==> config.mk <==
export PLATFORM = sky130hd
export DESIGN_NAME = subgraph_edge_index_enumerator
export DESIGN_NICKNAME = d
export VERILOG_FILES = /design/src/rtl/sei_pkg.sv /design/src/rtl/sei_req_fifo.sv /design/src/rtl/sei_walker.sv /design/src/rtl/sei_edge_counts.sv /design/src/rtl/sei_out_fifo.sv /design/src/rtl/subgraph_edge_index_enumerator.sv
export SDC_FILE = /design/constraint.sdc
export NUM_CORES = 2
export LEC_CHECK = 0
export BUFFER_PORTS_ARGS = -buffer_cell sky130_fd_sc_hd__buf_2
export CAP_MARGIN = 20
export CORE_ASPECT_RATIO = 1.4
export CORE_MARGIN = 5
export CORE_UTILIZATION = 57
export DETAILED_ROUTE_END_ITERATION = 8
export HOLD_SLACK_MARGIN = 0.03
export PLACE_DENSITY = 0.76
export SLEW_MARGIN = 20
export SYNTH_ARGS = -nofsm -noshare
export SYNTH_HDL_FRONTEND = slang
export SYNTH_SLANG_ARGS = --single-unit
export TNS_END_PERCENT = 10
==> constraint.sdc <==
create_clock -name clk -period 8.8 [get_ports clk]
set_input_delay 1.76 -clock clk [delete_from_list [all_inputs] [get_ports clk]]
set_output_delay 1.76 -clock clk [all_outputs]
set_load 0.03 [all_outputs]
==> src/rtl/sei_pkg.sv <==
// ----------------------------------------------------------------------------
// sei_pkg
// Shared constants, types and helpers of the subgraph edge index enumerator.
// ----------------------------------------------------------------------------
package sei_pkg;

    localparam int NUM_VERTICES = 16;
    localparam int NUM_EDGES    = 120;
    localparam int MAX_SUBSET   = 8;

    // Widths that follow from the constants above.
    localparam int VERT_W = $clog2(NUM_VERTICES + 1);
    localparam int IDX_W  = $clog2(MAX_SUBSET);
    localparam int PROD_W = 2 * VERT_W;
    localparam int EDGE_W = $clog2(NUM_EDGES);

    // Fixed field widths of the streams and the size register.
    localparam int SIZE_W  = 4;
    localparam int LABEL_W = 14;
    localparam int SLOT_W  = 12;
    localparam int POS_W   = 5;
    localparam int IN_TDATA_W  = 8;
    localparam int OUT_TDATA_W = 40;

    localparam logic [SIZE_W-1:0] SIZE_RESET = SIZE_W'(4);
    localparam logic [SIZE_W-1:0] SIZE_MIN   = SIZE_W'(2);

    // Output queue.
    localparam int OUTQ_DEPTH = 4;
    localparam int OUTQ_PTR_W = $clog2(OUTQ_DEPTH);
    localparam int OUTQ_CNT_W = $clog2(OUTQ_DEPTH + 1);

    // One vertex pair on its way to the fill counter memory.
    typedef struct packed {
        logic [LABEL_W-1:0] label;
        logic [EDGE_W-1:0]  edge_idx;
        logic               in_range;
        logic [POS_W-1:0]   pos;
        logic               last;
        logic               done;
    } pair_t;

    // One finished result.
    typedef struct packed {
        logic [LABEL_W-1:0] label;
        logic [EDGE_W-1:0]  edge_idx;
        logic [SLOT_W-1:0]  slot;
        logic [POS_W-1:0]   pos;
        logic               last;
        logic               done;
    } result_t;

    // Size in use: the register value clamped into 2..MAX_SUBSET.
    function automatic logic [SIZE_W-1:0] sat_size(input logic [SIZE_W-1:0] raw);
        logic [SIZE_W-1:0] t;
        t = raw;
        if (raw < SIZE_MIN)
            t = SIZE_MIN;
        else if (int'(raw) > MAX_SUBSET)
            t = SIZE_W'(MAX_SUBSET);
        return t;
    endfunction

    // A subset larger than the vertex set has nothing to walk.
    function automatic logic too_big(input logic [SIZE_W-1:0] t);
        return int'(t) > NUM_VERTICES;
    endfunction

endpackage

==> src/rtl/sei_req_fifo.sv <==
// ----------------------------------------------------------------------------
// sei_req_fifo
// Front end: takes request transfers and queues their restart flags.
// ----------------------------------------------------------------------------
module sei_req_fifo
(
    input  logic                              clk,
    input  logic                              rst_n,
    input  logic                              s_tvalid,
    output logic                              s_tready,
    input  logic [sei_pkg::IN_TDATA_W-1:0]    s_tdata,
    output logic                              req_valid,
    output logic                              req_restart,
    input  logic                              req_pop
);

    logic [1:0] flag_reg;
    logic       wr_ptr_reg;
    logic       rd_ptr_reg;
    logic [1:0] count_reg;
    logic       push;
    logic       pop;

    assign s_tready    = (count_reg != 2'd2);
    assign push        = s_tvalid && s_tready;
    assign req_valid   = (count_reg != 2'd0);
    assign req_restart = flag_reg[rd_ptr_reg];
    assign pop         = req_pop && req_valid;

    always_ff @(posedge clk or negedge rst_n)
    begin
        if (!rst_n)
        begin
            flag_reg   <= 2'b00;
            wr_ptr_reg <= 1'b0;
            rd_ptr_reg <= 1'b0;
            count_reg  <= 2'd0;
        end
        else
        begin
            if (push)
            begin
                flag_reg[wr_ptr_reg] <= s_tdata[0];
                wr_ptr_reg           <= ~wr_ptr_reg;
            end
            if (pop)
                rd_ptr_reg <= ~rd_ptr_reg;
            if (push && !pop)
                count_reg <= count_reg + 2'd1;
            else if (pop && !push)
                count_reg <= count_reg - 2'd1;
        end
    end

endmodule

==> src/rtl/sei_walker.sv <==
// ----------------------------------------------------------------------------
// sei_walker
// Back end sequencer: holds the current subset, issues its vertex pairs one
// per cycle while room is set, and steps to the next subset in colex order.
// ----------------------------------------------------------------------------
module sei_walker
(
    input  logic                           clk,
    input  logic                           rst_n,
    input  logic                           cfg_we,
    input  logic [sei_pkg::SIZE_W-1:0]     cfg_wdata,
    input  logic                           req_valid,
    input  logic                           req_restart,
    output logic                           req_pop,
    input  logic                           room,
    output logic                           clear,
    output logic                           pair_valid,
    output sei_pkg::pair_t                 pair
);

    typedef enum logic [1:0] {
        ST_IDLE,
        ST_START,
        ST_GEN,
        ST_ADV
    } state_t;

    state_t                              state_reg;
    logic [sei_pkg::SIZE_W-1:0]          size_reg;
    logic [sei_pkg::VERT_W-1:0]          c_reg    [sei_pkg::MAX_SUBSET];
    logic [sei_pkg::VERT_W-1:0]          jvec_reg [sei_pkg::MAX_SUBSET];
    logic [sei_pkg::VERT_W-1:0]          kvec_reg [sei_pkg::MAX_SUBSET];
    logic [sei_pkg::IDX_W-1:0]           k_reg;
    logic [sei_pkg::IDX_W-1:0]           j_reg;
    logic [sei_pkg::POS_W-1:0]           n_reg;
    logic [sei_pkg::LABEL_W-1:0]         counter_reg;
    logic                                finished_reg;
    logic                                final_reg;

    logic [sei_pkg::SIZE_W-1:0]          t_use;
    logic [sei_pkg::VERT_W-1:0]          shifted  [sei_pkg::MAX_SUBSET];
    logic [sei_pkg::VERT_W-1:0]          above    [sei_pkg::MAX_SUBSET];
    logic [sei_pkg::VERT_W-1:0]          c_adv    [sei_pkg::MAX_SUBSET];
    logic [sei_pkg::MAX_SUBSET-1:0]      fail;
    logic [sei_pkg::SIZE_W-1:0]          fail_pos;
    logic                                is_final;

    logic [sei_pkg::VERT_W-1:0]          cj;
    logic [sei_pkg::VERT_W-1:0]          ck;
    logic [sei_pkg::VERT_W-1:0]          ck_m1;
    logic [sei_pkg::PROD_W-1:0]          prod;
    logic [sei_pkg::PROD_W-1:0]          ei;
    logic                                j_end;
    logic                                pair_last;

    assign t_use = sei_pkg::sat_size(size_reg);

    // Successor of the current subset and the test for the final one.
    always_comb
    begin
        for (int i = 0; i < sei_pkg::MAX_SUBSET - 1; i++)
            shifted[i] = c_reg[i + 1];
        shifted[sei_pkg::MAX_SUBSET - 1] = sei_pkg::VERT_W'(sei_pkg::NUM_VERTICES);

        for (int i = 0; i < sei_pkg::MAX_SUBSET; i++)
        begin
            if (i + 1 < int'(t_use))
                above[i] = shifted[i];
            else
                above[i] = sei_pkg::VERT_W'(sei_pkg::NUM_VERTICES);
            fail[i] = (i < int'(t_use)) &&
                      (({1'b0, c_reg[i]} + 1'b1) != {1'b0, above[i]});
        end
        is_final = ~|fail;

        fail_pos = t_use;
        for (int i = sei_pkg::MAX_SUBSET - 1; i >= 0; i--)
        begin
            if (fail[i])
                fail_pos = sei_pkg::SIZE_W'(i);
        end

        for (int i = 0; i < sei_pkg::MAX_SUBSET; i++)
        begin
            if (i < int'(fail_pos))
                c_adv[i] = sei_pkg::VERT_W'(i);
            else if (i == int'(fail_pos) && !is_final)
                c_adv[i] = c_reg[i] + 1'b1;
            else
                c_adv[i] = c_reg[i];
        end
    end

    // Triangular edge index of the pair at the head of the two shift lines.
    always_comb
    begin
        cj    = jvec_reg[0];
        ck    = kvec_reg[0];
        ck_m1 = ck - 1'b1;
        prod  = ck * ck_m1;
        ei    = {1'b0, prod[sei_pkg::PROD_W-1:1]} + sei_pkg::PROD_W'(cj);
    end

    assign j_end     = (j_reg == k_reg - 1'b1);
    assign pair_last = j_end && ({1'b0, k_reg} == t_use - 1'b1);

    assign pair_valid     = (state_reg == ST_GEN) && room;
    assign pair.label     = counter_reg;
    assign pair.edge_idx  = ei[sei_pkg::EDGE_W-1:0];
    assign pair.in_range  = (ei < sei_pkg::PROD_W'(sei_pkg::NUM_EDGES));
    assign pair.pos       = n_reg;
    assign pair.last      = pair_last;
    assign pair.done      = final_reg;

    assign req_pop = (state_reg == ST_IDLE) && req_valid;
    assign clear   = cfg_we || (req_pop && req_restart);

    always_ff @(posedge clk or negedge rst_n)
    begin
        if (!rst_n)
        begin
            state_reg    <= ST_IDLE;
            size_reg     <= sei_pkg::SIZE_RESET;
            counter_reg  <= '0;
            finished_reg <= sei_pkg::too_big(sei_pkg::sat_size(sei_pkg::SIZE_RESET));
            final_reg    <= 1'b0;
            k_reg        <= '0;
            j_reg        <= '0;
            n_reg        <= '0;
            for (int i = 0; i < sei_pkg::MAX_SUBSET; i++)
            begin
                c_reg[i]    <= sei_pkg::VERT_W'(i);
                jvec_reg[i] <= '0;
                kvec_reg[i] <= '0;
            end
        end
        else if (cfg_we)
        begin
            // A size write restarts the walk without emitting anything.
            state_reg    <= ST_IDLE;
            size_reg     <= cfg_wdata;
            counter_reg  <= '0;
            finished_reg <= sei_pkg::too_big(sei_pkg::sat_size(cfg_wdata));
            for (int i = 0; i < sei_pkg::MAX_SUBSET; i++)
                c_reg[i] <= sei_pkg::VERT_W'(i);
        end
        else
        begin
            case (state_reg)
                ST_IDLE:
                begin
                    if (req_valid)
                    begin
                        if (req_restart)
                        begin
                            counter_reg  <= '0;
                            finished_reg <= sei_pkg::too_big(t_use);
                            for (int i = 0; i < sei_pkg::MAX_SUBSET; i++)
                                c_reg[i] <= sei_pkg::VERT_W'(i);
                        end
                        state_reg <= ST_START;
                    end
                end
                ST_START:
                begin
                    if (finished_reg)
                        state_reg <= ST_IDLE;
                    else
                    begin
                        final_reg <= is_final;
                        k_reg     <= sei_pkg::IDX_W'(1);
                        j_reg     <= '0;
                        n_reg     <= '0;
                        for (int i = 0; i < sei_pkg::MAX_SUBSET; i++)
                        begin
                            jvec_reg[i] <= c_reg[i];
                            kvec_reg[i] <= shifted[i];
                        end
                        state_reg <= ST_GEN;
                    end
                end
                ST_GEN:
                begin
                    if (room)
                    begin
                        n_reg <= n_reg + 1'b1;
                        if (pair_last)
                            state_reg <= ST_ADV;
                        else if (j_end)
                        begin
                            k_reg <= k_reg + 1'b1;
                            j_reg <= '0;
                            for (int i = 0; i < sei_pkg::MAX_SUBSET; i++)
                                jvec_reg[i] <= c_reg[i];
                            for (int i = 0; i < sei_pkg::MAX_SUBSET - 1; i++)
                                kvec_reg[i] <= kvec_reg[i + 1];
                        end
                        else
                        begin
                            j_reg <= j_reg + 1'b1;
                            for (int i = 0; i < sei_pkg::MAX_SUBSET - 1; i++)
                                jvec_reg[i] <= jvec_reg[i + 1];
                        end
                    end
                end
                ST_ADV:
                begin
                    counter_reg <= counter_reg + 1'b1;
                    if (is_final)
                        finished_reg <= 1'b1;
                    for (int i = 0; i < sei_pkg::MAX_SUBSET; i++)
                        c_reg[i] <= c_adv[i];
                    state_reg <= ST_IDLE;
                end
                default:
                begin
                    state_reg <= ST_IDLE;
                end
            endcase
        end
    end

endmodule

==> src/rtl/sei_edge_counts.sv <==
// ----------------------------------------------------------------------------
// sei_edge_counts
// Per-edge fill counters: a read-modify-write memory with one valid bit per
// edge, so that a restart clears every counter by resetting the valid bits.
// ----------------------------------------------------------------------------
module sei_edge_counts
(
    input  logic                 clk,
    input  logic                 rst_n,
    input  logic                 clear,
    input  logic                 pair_valid,
    input  sei_pkg::pair_t       pair,
    output logic                 res_valid,
    output sei_pkg::result_t     res
);

    logic [sei_pkg::SLOT_W-1:0]    mem [sei_pkg::NUM_EDGES];
    logic [sei_pkg::NUM_EDGES-1:0] vld_reg;

    logic                          s2_valid_reg;
    sei_pkg::pair_t                s2_pair_reg;
    logic [sei_pkg::SLOT_W-1:0]    rd_data_reg;
    logic                          hit_reg;
    logic                          byp_hit_reg;
    logic [sei_pkg::SLOT_W-1:0]    byp_data_reg;

    logic                          rd_en;
    logic                          wr_en;
    logic [sei_pkg::SLOT_W-1:0]    slot;
    logic [sei_pkg::SLOT_W-1:0]    wr_data;

    assign rd_en = pair_valid && pair.in_range;

    // A counter that was never written since the last clear reads as zero;
    // a write in the cycle of the read is forwarded.
    always_comb
    begin
        if (!s2_pair_reg.in_range)
            slot = '0;
        else if (byp_hit_reg)
            slot = byp_data_reg;
        else if (hit_reg)
            slot = rd_data_reg;
        else
            slot = '0;
    end

    assign wr_en   = s2_valid_reg && s2_pair_reg.in_range;
    assign wr_data = slot + 1'b1;

    always_ff @(posedge clk)
    begin
        if (rd_en)
            rd_data_reg <= mem[pair.edge_idx];
        if (wr_en)
            mem[s2_pair_reg.edge_idx] <= wr_data;
        if (pair_valid)
            s2_pair_reg <= pair;
        byp_data_reg <= wr_data;
    end

    always_ff @(posedge clk or negedge rst_n)
    begin
        if (!rst_n)
        begin
            vld_reg      <= '0;
            s2_valid_reg <= 1'b0;
            hit_reg      <= 1'b0;
            byp_hit_reg  <= 1'b0;
        end
        else
        begin
            s2_valid_reg <= pair_valid;
            if (pair_valid)
            begin
                hit_reg     <= rd_en && vld_reg[pair.edge_idx];
                byp_hit_reg <= wr_en && (s2_pair_reg.edge_idx == pair.edge_idx);
            end
            if (clear)
                vld_reg <= '0;
            else if (wr_en)
                vld_reg[s2_pair_reg.edge_idx] <= 1'b1;
        end
    end

    assign res_valid    = s2_valid_reg;
    assign res.label    = s2_pair_reg.label;
    assign res.edge_idx = s2_pair_reg.edge_idx;
    assign res.slot     = slot;
    assign res.pos      = s2_pair_reg.pos;
    assign res.last     = s2_pair_reg.last;
    assign res.done     = s2_pair_reg.done;

endmodule

==> src/rtl/sei_out_fifo.sv <==
// ----------------------------------------------------------------------------
// sei_out_fifo
// Result queue toward the output stream; grants issue credit to the walker.
// ----------------------------------------------------------------------------
module sei_out_fifo
(
    input  logic                 clk,
    input  logic                 rst_n,
    input  logic                 push,
    input  sei_pkg::result_t     push_data,
    input  logic                 pend,
    output logic                 room,
    output logic                 out_valid,
    input  logic                 out_ready,
    output sei_pkg::result_t     out_data
);

    sei_pkg::result_t                 entry_reg [sei_pkg::OUTQ_DEPTH];
    logic [sei_pkg::OUTQ_PTR_W-1:0]   wr_ptr_reg;
    logic [sei_pkg::OUTQ_PTR_W-1:0]   rd_ptr_reg;
    logic [sei_pkg::OUTQ_CNT_W-1:0]   count_reg;
    logic                             pop;

    // A pair in the memory stage already owns a place in the queue.
    assign room = (int'(count_reg) + int'(pend)) < sei_pkg::OUTQ_DEPTH;

    assign out_valid = (count_reg != '0);
    assign out_data  = entry_reg[rd_ptr_reg];
    assign pop       = out_valid && out_ready;

    always_ff @(posedge clk)
    begin
        if (push)
            entry_reg[wr_ptr_reg] <= push_data;
    end

    always_ff @(posedge clk or negedge rst_n)
    begin
        if (!rst_n)
        begin
            wr_ptr_reg <= '0;
            rd_ptr_reg <= '0;
            count_reg  <= '0;
        end
        else
        begin
            if (push)
                wr_ptr_reg <= wr_ptr_reg + 1'b1;
            if (pop)
                rd_ptr_reg <= rd_ptr_reg + 1'b1;
            if (push && !pop)
                count_reg <= count_reg + 1'b1;
            else if (pop && !push)
                count_reg <= count_reg - 1'b1;
        end
    end

endmodule

==> src/rtl/subgraph_edge_index_enumerator.sv <==
// ----------------------------------------------------------------------------
// subgraph_edge_index_enumerator: vertex-pair edge indexes of t-vertex subsets
// A request passes the request queue, the walker, the fill counter stage and the
// result queue; its results leave one per cycle while the output stream is ready,
// and the walker takes no new request until it has stepped to the next subset.
// Reset (rst_n, async, low) restores size 4, the first subset and clear counters.
// ----------------------------------------------------------------------------
module subgraph_edge_index_enumerator
(
    input  logic                               clk,
    input  logic                               rst_n,
    // Size register: number of vertices per subset.
    input  logic                               cfg_we,
    input  logic [sei_pkg::SIZE_W-1:0]         cfg_wdata,
    // Request stream.
    input  logic                               s_tvalid,
    output logic                               s_tready,
    input  logic [sei_pkg::IN_TDATA_W-1:0]     s_tdata,   // [0] restart, [7:1] zero
    // Result stream.
    output logic                               m_tvalid,
    input  logic                               m_tready,
    // [13:0] subgraph_label, [20:14] edge_index, [32:21] slot_in_edge_list,
    // [37:33] slot_in_subgraph_list, [39:38] zero
    output logic [sei_pkg::OUT_TDATA_W-1:0]    m_tdata,
    output logic                               m_tlast,   // last_of_subgraph
    output logic                               m_tuser    // enumeration_done
);

    // The front end queues requests, the walker turns each one into the pairs
    // of the current subset, the fill counter stage attaches each edge's slot,
    // and the result queue decouples all of this from the output stream. The
    // walker only issues a pair when the result queue is sure to take it, so
    // the memory stage never stalls.

    logic                 req_valid;
    logic                 req_restart;
    logic                 req_pop;
    logic                 room;
    logic                 clear;
    logic                 pair_valid;
    sei_pkg::pair_t       pair;
    logic                 res_valid;
    sei_pkg::result_t     res;
    sei_pkg::result_t     out_data;

    sei_req_fifo u_req_fifo
    (
        .clk         (clk),
        .rst_n       (rst_n),
        .s_tvalid    (s_tvalid),
        .s_tready    (s_tready),
        .s_tdata     (s_tdata),
        .req_valid   (req_valid),
        .req_restart (req_restart),
        .req_pop     (req_pop)
    );

    // The walker also holds the size register; a write restarts the walk and
    // clears the fill counters, just as a restart request does.
    sei_walker u_walker
    (
        .clk         (clk),
        .rst_n       (rst_n),
        .cfg_we      (cfg_we),
        .cfg_wdata   (cfg_wdata),
        .req_valid   (req_valid),
        .req_restart (req_restart),
        .req_pop     (req_pop),
        .room        (room),
        .clear       (clear),
        .pair_valid  (pair_valid),
        .pair        (pair)
    );

    sei_edge_counts u_edge_counts
    (
        .clk         (clk),
        .rst_n       (rst_n),
        .clear       (clear),
        .pair_valid  (pair_valid),
        .pair        (pair),
        .res_valid   (res_valid),
        .res         (res)
    );

    sei_out_fifo u_out_fifo
    (
        .clk         (clk),
        .rst_n       (rst_n),
        .push        (res_valid),
        .push_data   (res),
        .pend        (res_valid),
        .room        (room),
        .out_valid   (m_tvalid),
        .out_ready   (m_tready),
        .out_data    (out_data)
    );

    // Pack one result per output transfer, first field in the lowest bits.
    assign m_tdata = {2'b00, out_data.pos, out_data.slot, out_data.edge_idx,
                      out_data.label};
    assign m_tlast = out_data.last;
    assign m_tuser = out_data.done;

endmodule
* Yosys cells after proc, flatten, opt, wreduce, memory -nomap -nowiden
Memory sizes are Yosys's and may differ from the RTL's. A register that Yosys moved wholly into a read port is not among the register bits. Cells that the tools add are included.
Storage, ports and cells: flip-flop bits (word level) 326, bits in writable memories 1600, input port bits 17, output and inout port bits 44, logic and storage cells 317, memories kept 2
Memory list:
- u_edge_counts.mem | words 120, width 12, rd ports 1, clocked after Yosys merged registers in 1, wr ports 1, line sei_edge_counts.sv:17 | logic [sei_pkg::SLOT_W-1:0] mem [sei_pkg::NUM_EDGES];
- u_out_fifo.entry_reg | words 4, width 40, rd ports 1, clocked after Yosys merged registers in 0, wr ports 1, line sei_out_fifo.sv:18 | sei_pkg::result_t entry_reg [sei_pkg::OUTQ_DEPTH];
Cells by class: $add $sub $neg 32, multiply operators 1, magnitude comparators 26, equal/unequal tests 39, muxes and demuxes 98, bitwise operators 5, reductions and logical operators 64
Operators with widths (number):
- $mux 40 | 7
- $mux 120 | 2
- $pmux 40 s2 | 2
- $mux 35 | 4
- $mux 5 | 26
- $or 120x120->120 | 1
- $pmux 35 s2 | 1
- $add 5x1->6 const B | 8
- $add 5x1->5 const B | 9
- $mux 14 | 3
- $ne 6x5->1 | 7
- $mux 4 | 10
- $reduce_and 4->1 | 10
- $mux 12 | 3
- $logic_and 1x1->1 | 33
- $lt 3x4->1 const A | 8
- $lt 32x4->1 const B | 1
- $ne 4x2->1 const B | 8
- $mux 3 | 10
- $pmux 14 s2 | 1
- $eq 4x4->1 const A | 4
- $lt 1x4->1 const A | 4
- $lt 2x4->1 const A | 4
- $lt 7x8->1 const B | 2
- 50 further kinds | 97

* Logic depth before layout (Yosys ltp)
depth after elaboration 20, mapped depth 22, mapped depth without buffers 22

* Modules after synthesis
Synthesis repeated with hierarchy kept, for this count alone.
Unflattened totals: cells, all modules 4602, area, all modules 79572.6 um2
By module, submodules not included:
- sei_edge_counts | instances 1, cells each 3180, area each 63174.3 um2
- sei_walker | instances 1, cells each 1153, area each 9872.0 um2
- sei_out_fifo | instances 1, cells each 244, area each 6219.7 um2
- sei_req_fifo | instances 1, cells each 22, area each 287.8 um2
- subgraph_edge_index_enumerator | instances 1, cells each 3, area each 18.8 um2

* Worst setup path after synthesis
No wires, ideal clock.
path type reg-to-reg, start register u_edge_counts.byp_hit_reg, end memory u_edge_counts.mem[0][6] (netlist bit), data pin, arrival 7831 ps, setup slack -173 ps, cell stages (with the launch flop) 11, path buffers 2, cells stage by stage dfrtp_1 -> clkbuf_1 -> nor2b_1 -> clkbuf_1 -> a22o_1 -> nand2_1 -> inv_1 -> ha_1 -> and3_1 -> nand3_1 -> o21ai_0
RTL lines:
- start: declaration | line sei_edge_counts.sv:24 | logic byp_hit_reg;
- start signal: assignment | line sei_edge_counts.sv:77 | byp_hit_reg <= wr_en && (s2_pair_reg.edge_idx == pair.edge_idx);
- end: declaration | line sei_edge_counts.sv:17

* Worst setup path in the final report
start register u_walker.kvec_reg (netlist bit u_walker.ck[0]), end register u_edge_counts.rd_data_reg[11] (netlist bit), read port of u_edge_counts.mem, data pin
Between the ends: cells in the longest elaborated chain, start to end 5
RTL lines:
- start: declaration | line sei_walker.sv:32 | logic [sei_pkg::VERT_W-1:0] kvec_reg [sei_pkg::MAX_SUBSET];
- start signal: indexed assignment | line sei_walker.sv:177 | kvec_reg[i] <= shifted[i];
- start signal: indexed assignment | line sei_walker.sv:196 | kvec_reg[i] <= kvec_reg[i + 1];
- $sub 5x1->5 | line sei_walker.sv:99 | ck_m1 = ck - 1'b1;
- $mul 5x5->10 (*) | line sei_walker.sv:100 | prod = ck * ck_m1;
- $add 9x5->10 (*) | line sei_walker.sv:101 | ei = {1'b0, prod[sei_pkg::PROD_W-1:1]} + sei_pkg::PROD_W'(cj);
- $lt 10x7->1 | line sei_walker.sv:110 | assign pair.in_range = (ei < sei_pkg::PROD_W'(sei_pkg::NUM_EDGES));
- $logic_and 1x1->1 | line sei_edge_counts.sv:32 | assign rd_en = pair_valid && pair.in_range;
- end: declaration | line sei_edge_counts.sv:22 | logic [sei_pkg::SLOT_W-1:0] rd_data_reg;
Every way passes the cells marked *; elsewhere a longest branch is shown, timed or not. A chain may end at the register's enable or synchronous reset.

==> results.ini <==
[power]
p_sw_share_pct = 36.3
pwr-share-comb_pct = 40.3
seq_power_share_pct = 35.2
pwr-share-clk_pct = 24.5
cellPowerDensity_nw_per_um2 = 338
switchingPower_uw = 10700
power.total_uw = 29400
peakVddDrop_mv = 1.34
leakage_uw = 0.0333
p_int_uw = 18700

[floorplan]
fp.dieArea_um2 = 145000
num_rows = 161
die_w_um = 324
die_y_um = 449
io_pins = 61
core_um2 = 137000
floorplan.initialDensity_pct = 57.2

[worst_setup_path]
timing.rr.start = u_walker.ck[0]
r2r-end = u_edge_counts.rd_data_reg[11]
cp_max_fo = 36
worstSetupEndpointType = flip-flop
crit_required_ps = 9330
critical_path_class = reg2reg
cp.arrival_ps = 7370
r2r_cells = 21
crit_path_start_kind = flip-flop
r2r_slack_ps = 1960
startpoint = u_walker.ck[0]

[yosys]
synth_seq_cells = 1938
synth_top_area_cell = edfxtp_1
synthSimpleGateAreaFrac_pct = 3.95
syn_area_um2 = 78500
synth_top_family_by_area = multiplexers
ys.flop_type = edfxtp_1
synth_cell_types = 86
synth_edf_count = 1641
synth_top_cell_area_share_pct = 62.8
async_flop_share_pct = 14.7
postSynthCellCount = 4116
synth_compound_area_share_pct = 3.99
muxShareOfSynthArea_pct = 16.1
synth_adder_area_share_pct = 1.15
synth_area_leaders = edfxtp_1 63%, mux4_2 15%, dfrtp_1 8.7%, nor2_1 1.4%, o21a_1 1.2%
ys_warn_count = 0
synth_xor_area_share_pct = 1.08
syn_avg_cell_area_um2 = 19.1
ys_seq_area_share_pct = 72.2

[worst_hold_path]
min_path_cells = 1
hp-start = u_walker.kvec_reg[4]
holdPathEnd = u_walker.kvec_reg[4]
hp-class = reg2reg

[placed_design]
pre_cts_ws_ps = 1580
placed_cells = 5855
dp_hpwl_um = 104000
io_buffers = 51
gp_congestion = 0.856

[detailed_routing]
antenna_left = 0
viasPerCell = 6.46
dr_total_vias = 39900
dr.pass1.iters = 6
drt_first_iter_violations = 4259
postRouteWirelength_um = 177000
drc = 0
wl_per_cell_um = 28.8

[timing]
finalCritPeriodShare_pct = 77.7
finalSetupTns_ps = 0
hold_viol_final = 0
worst_slack_ps = 1960
post-route-min-period_ps = 6840
max_slew_margin_pct = 22.5
max_freq_mhz = 146
final_max_slew_viol_count = 0
finalSetupViolations = 0
skew_ps = 32.8
worst_pin_slew_ps = 1160
rsz0062_at_grt = false

[layout]
mostFrequentLayoutCell = edfxtp_1
post-route-util_pct = 63.4
mostFrequentLayoutCells = 1641 x edfxtp_1, 535 x mux4_2, 270 x dfrtp_1, 231 x nor2_1, 181 x nand2_1
layout-drive-gt1-share_pct = 25.0
nets = 4321
multi_input_comb_area_um2 = 21000
nFillCells = 8966
largest_reg_flops = 1440
final-instance-count-excl-fill = 6171
synthToLayoutAreaGrowth_pct = 10.9
seq_area_um2 = 56700

[clocking]
numCtsBuffers = 170
postCtsSetupRepairBufs = 0
clockRootBuffer = clkbuf_16
postCtsHoldBufs = 0
h-tree-depth = 4
clk_pin_slew_ps = 60
cts_tree = built
insertion_delay_ps = 790
cts_buffer_depth = 3
cts_resized = 0
clock_sinks = 1938

[global_routing]
antenna_found_initial = 3
overflow = 0
grt_pass1_wl_um = 266000
grt_pass1_vias = 40900
grtUsageTotal_pct = 24.7
grt_max_degree = 143

[job]
maxCapViolCount = 0

[run_status]
status = completed

worst max-delay path, stage by stage (launching register included):
cell and delay [ps]:
dfrtp_1 430, inv_1 170, ha_1 180, inv_1 50
or3_1 300, ha_1 320, nand2b_1 180, fa_1 520
fa_1 530, fa_1 560, inv_1 40, ha_1 320
xor2_1 150, ha_1 340, inv_1 70, o21bai_1 370
xor2_4 470, buf_4 520, mux2i_1 430, nor2_1 80
a21oi_1 380, a21oi_1 130
cell families (layout without fill, tap and decap cells):
| logic type | count (synthesis) | after routing |
|---|---|---|
| flops | 1938 | 1938 |
| simple gates | 679 | 679 |
| mux | 595 | 595 |
| compound gates | 454 | 454 |
| buf+inv | 291 | 551 |
| xor+xnor | 92 | 92 |
| fa+ha+maj | 66 | 66 |
| other cells | 1 | 3 |
power by group through the flow:
| stage | registers (uW) | clock network, uW | logic, uW |
|---|---|---|---|
| finish | 10300 | 7200 | 11800 |
| global route | 10400 | 7700 | 12600 |
| CTS | 10300 | 7280 | 11900 |
| detailed placement | 10500 | 0 | 11900 |
| global placement | 10500 | 0 | 11800 |
| floorplan | 10400 | 0 | 8770 |
per-layer routing:
metal / global-route usage (%) / share of wire, % / wire length [um] / vias up
met5: 0 / 0.0073 / 13 / -
met4: 8.98 / 4.3 / 7600 / 2
met3: 4.09 / 6.4 / 11400 / 352
met2: 43.3 / 53 / 94900 / 1742
met1: 31.4 / 36 / 63500 / 21000
li1: - / - / - / 16800
synthesized netlist by cell type, drive strengths merged, types with 11 or more instances:
library cell  count
nor3             20
xor2             41
dfxtp            12
inv              55
nor2            283
ha               56
dfstp            13
a21oi            68
buf              88
xnor2            48
nor2b            23
a22o             15
o21a            122
dfrtp           272
nand4            19
or3              11
mux2i            52
and3             16
clkbuf          148
and2             15
a21o             19
a221oi           32
mux4            535
a31oi            25
nand2           184
o21ai           101
nand3            55
edfxtp         1641
stage by stage:
step	hold WS, ps	cell area, um^2
after global routing	495	87000
after detailed placement	460	81500
after floorplan	421	78500
after global placement	455	81500
final	472	87000
after CTS	473	86900
worst max path at each step:
stage | to | cells after the start
floorplan | u_edge_counts.mem[0][8] | 11
global placement | u_edge_counts.rd_data_reg[11] | 21
detailed placement | u_edge_counts.rd_data_reg[11] | 21
CTS | u_edge_counts.rd_data_reg[11] | 21
global route | u_edge_counts.rd_data_reg[11] | 21
finish | u_edge_counts.rd_data_reg[11] | 21
layout make-up:
class,instances,area share (%)
tap,1793,2.58
sequential,1938,65.2
timing repair buffer,185,1.69
clock buffer,234,5.44
antenna,1,0.00288
multi-input combinational,1888,24.2
clock inverter,77,0.698
inverter,55,0.237
Note: power is estimated with default switching activity, not from simulation.
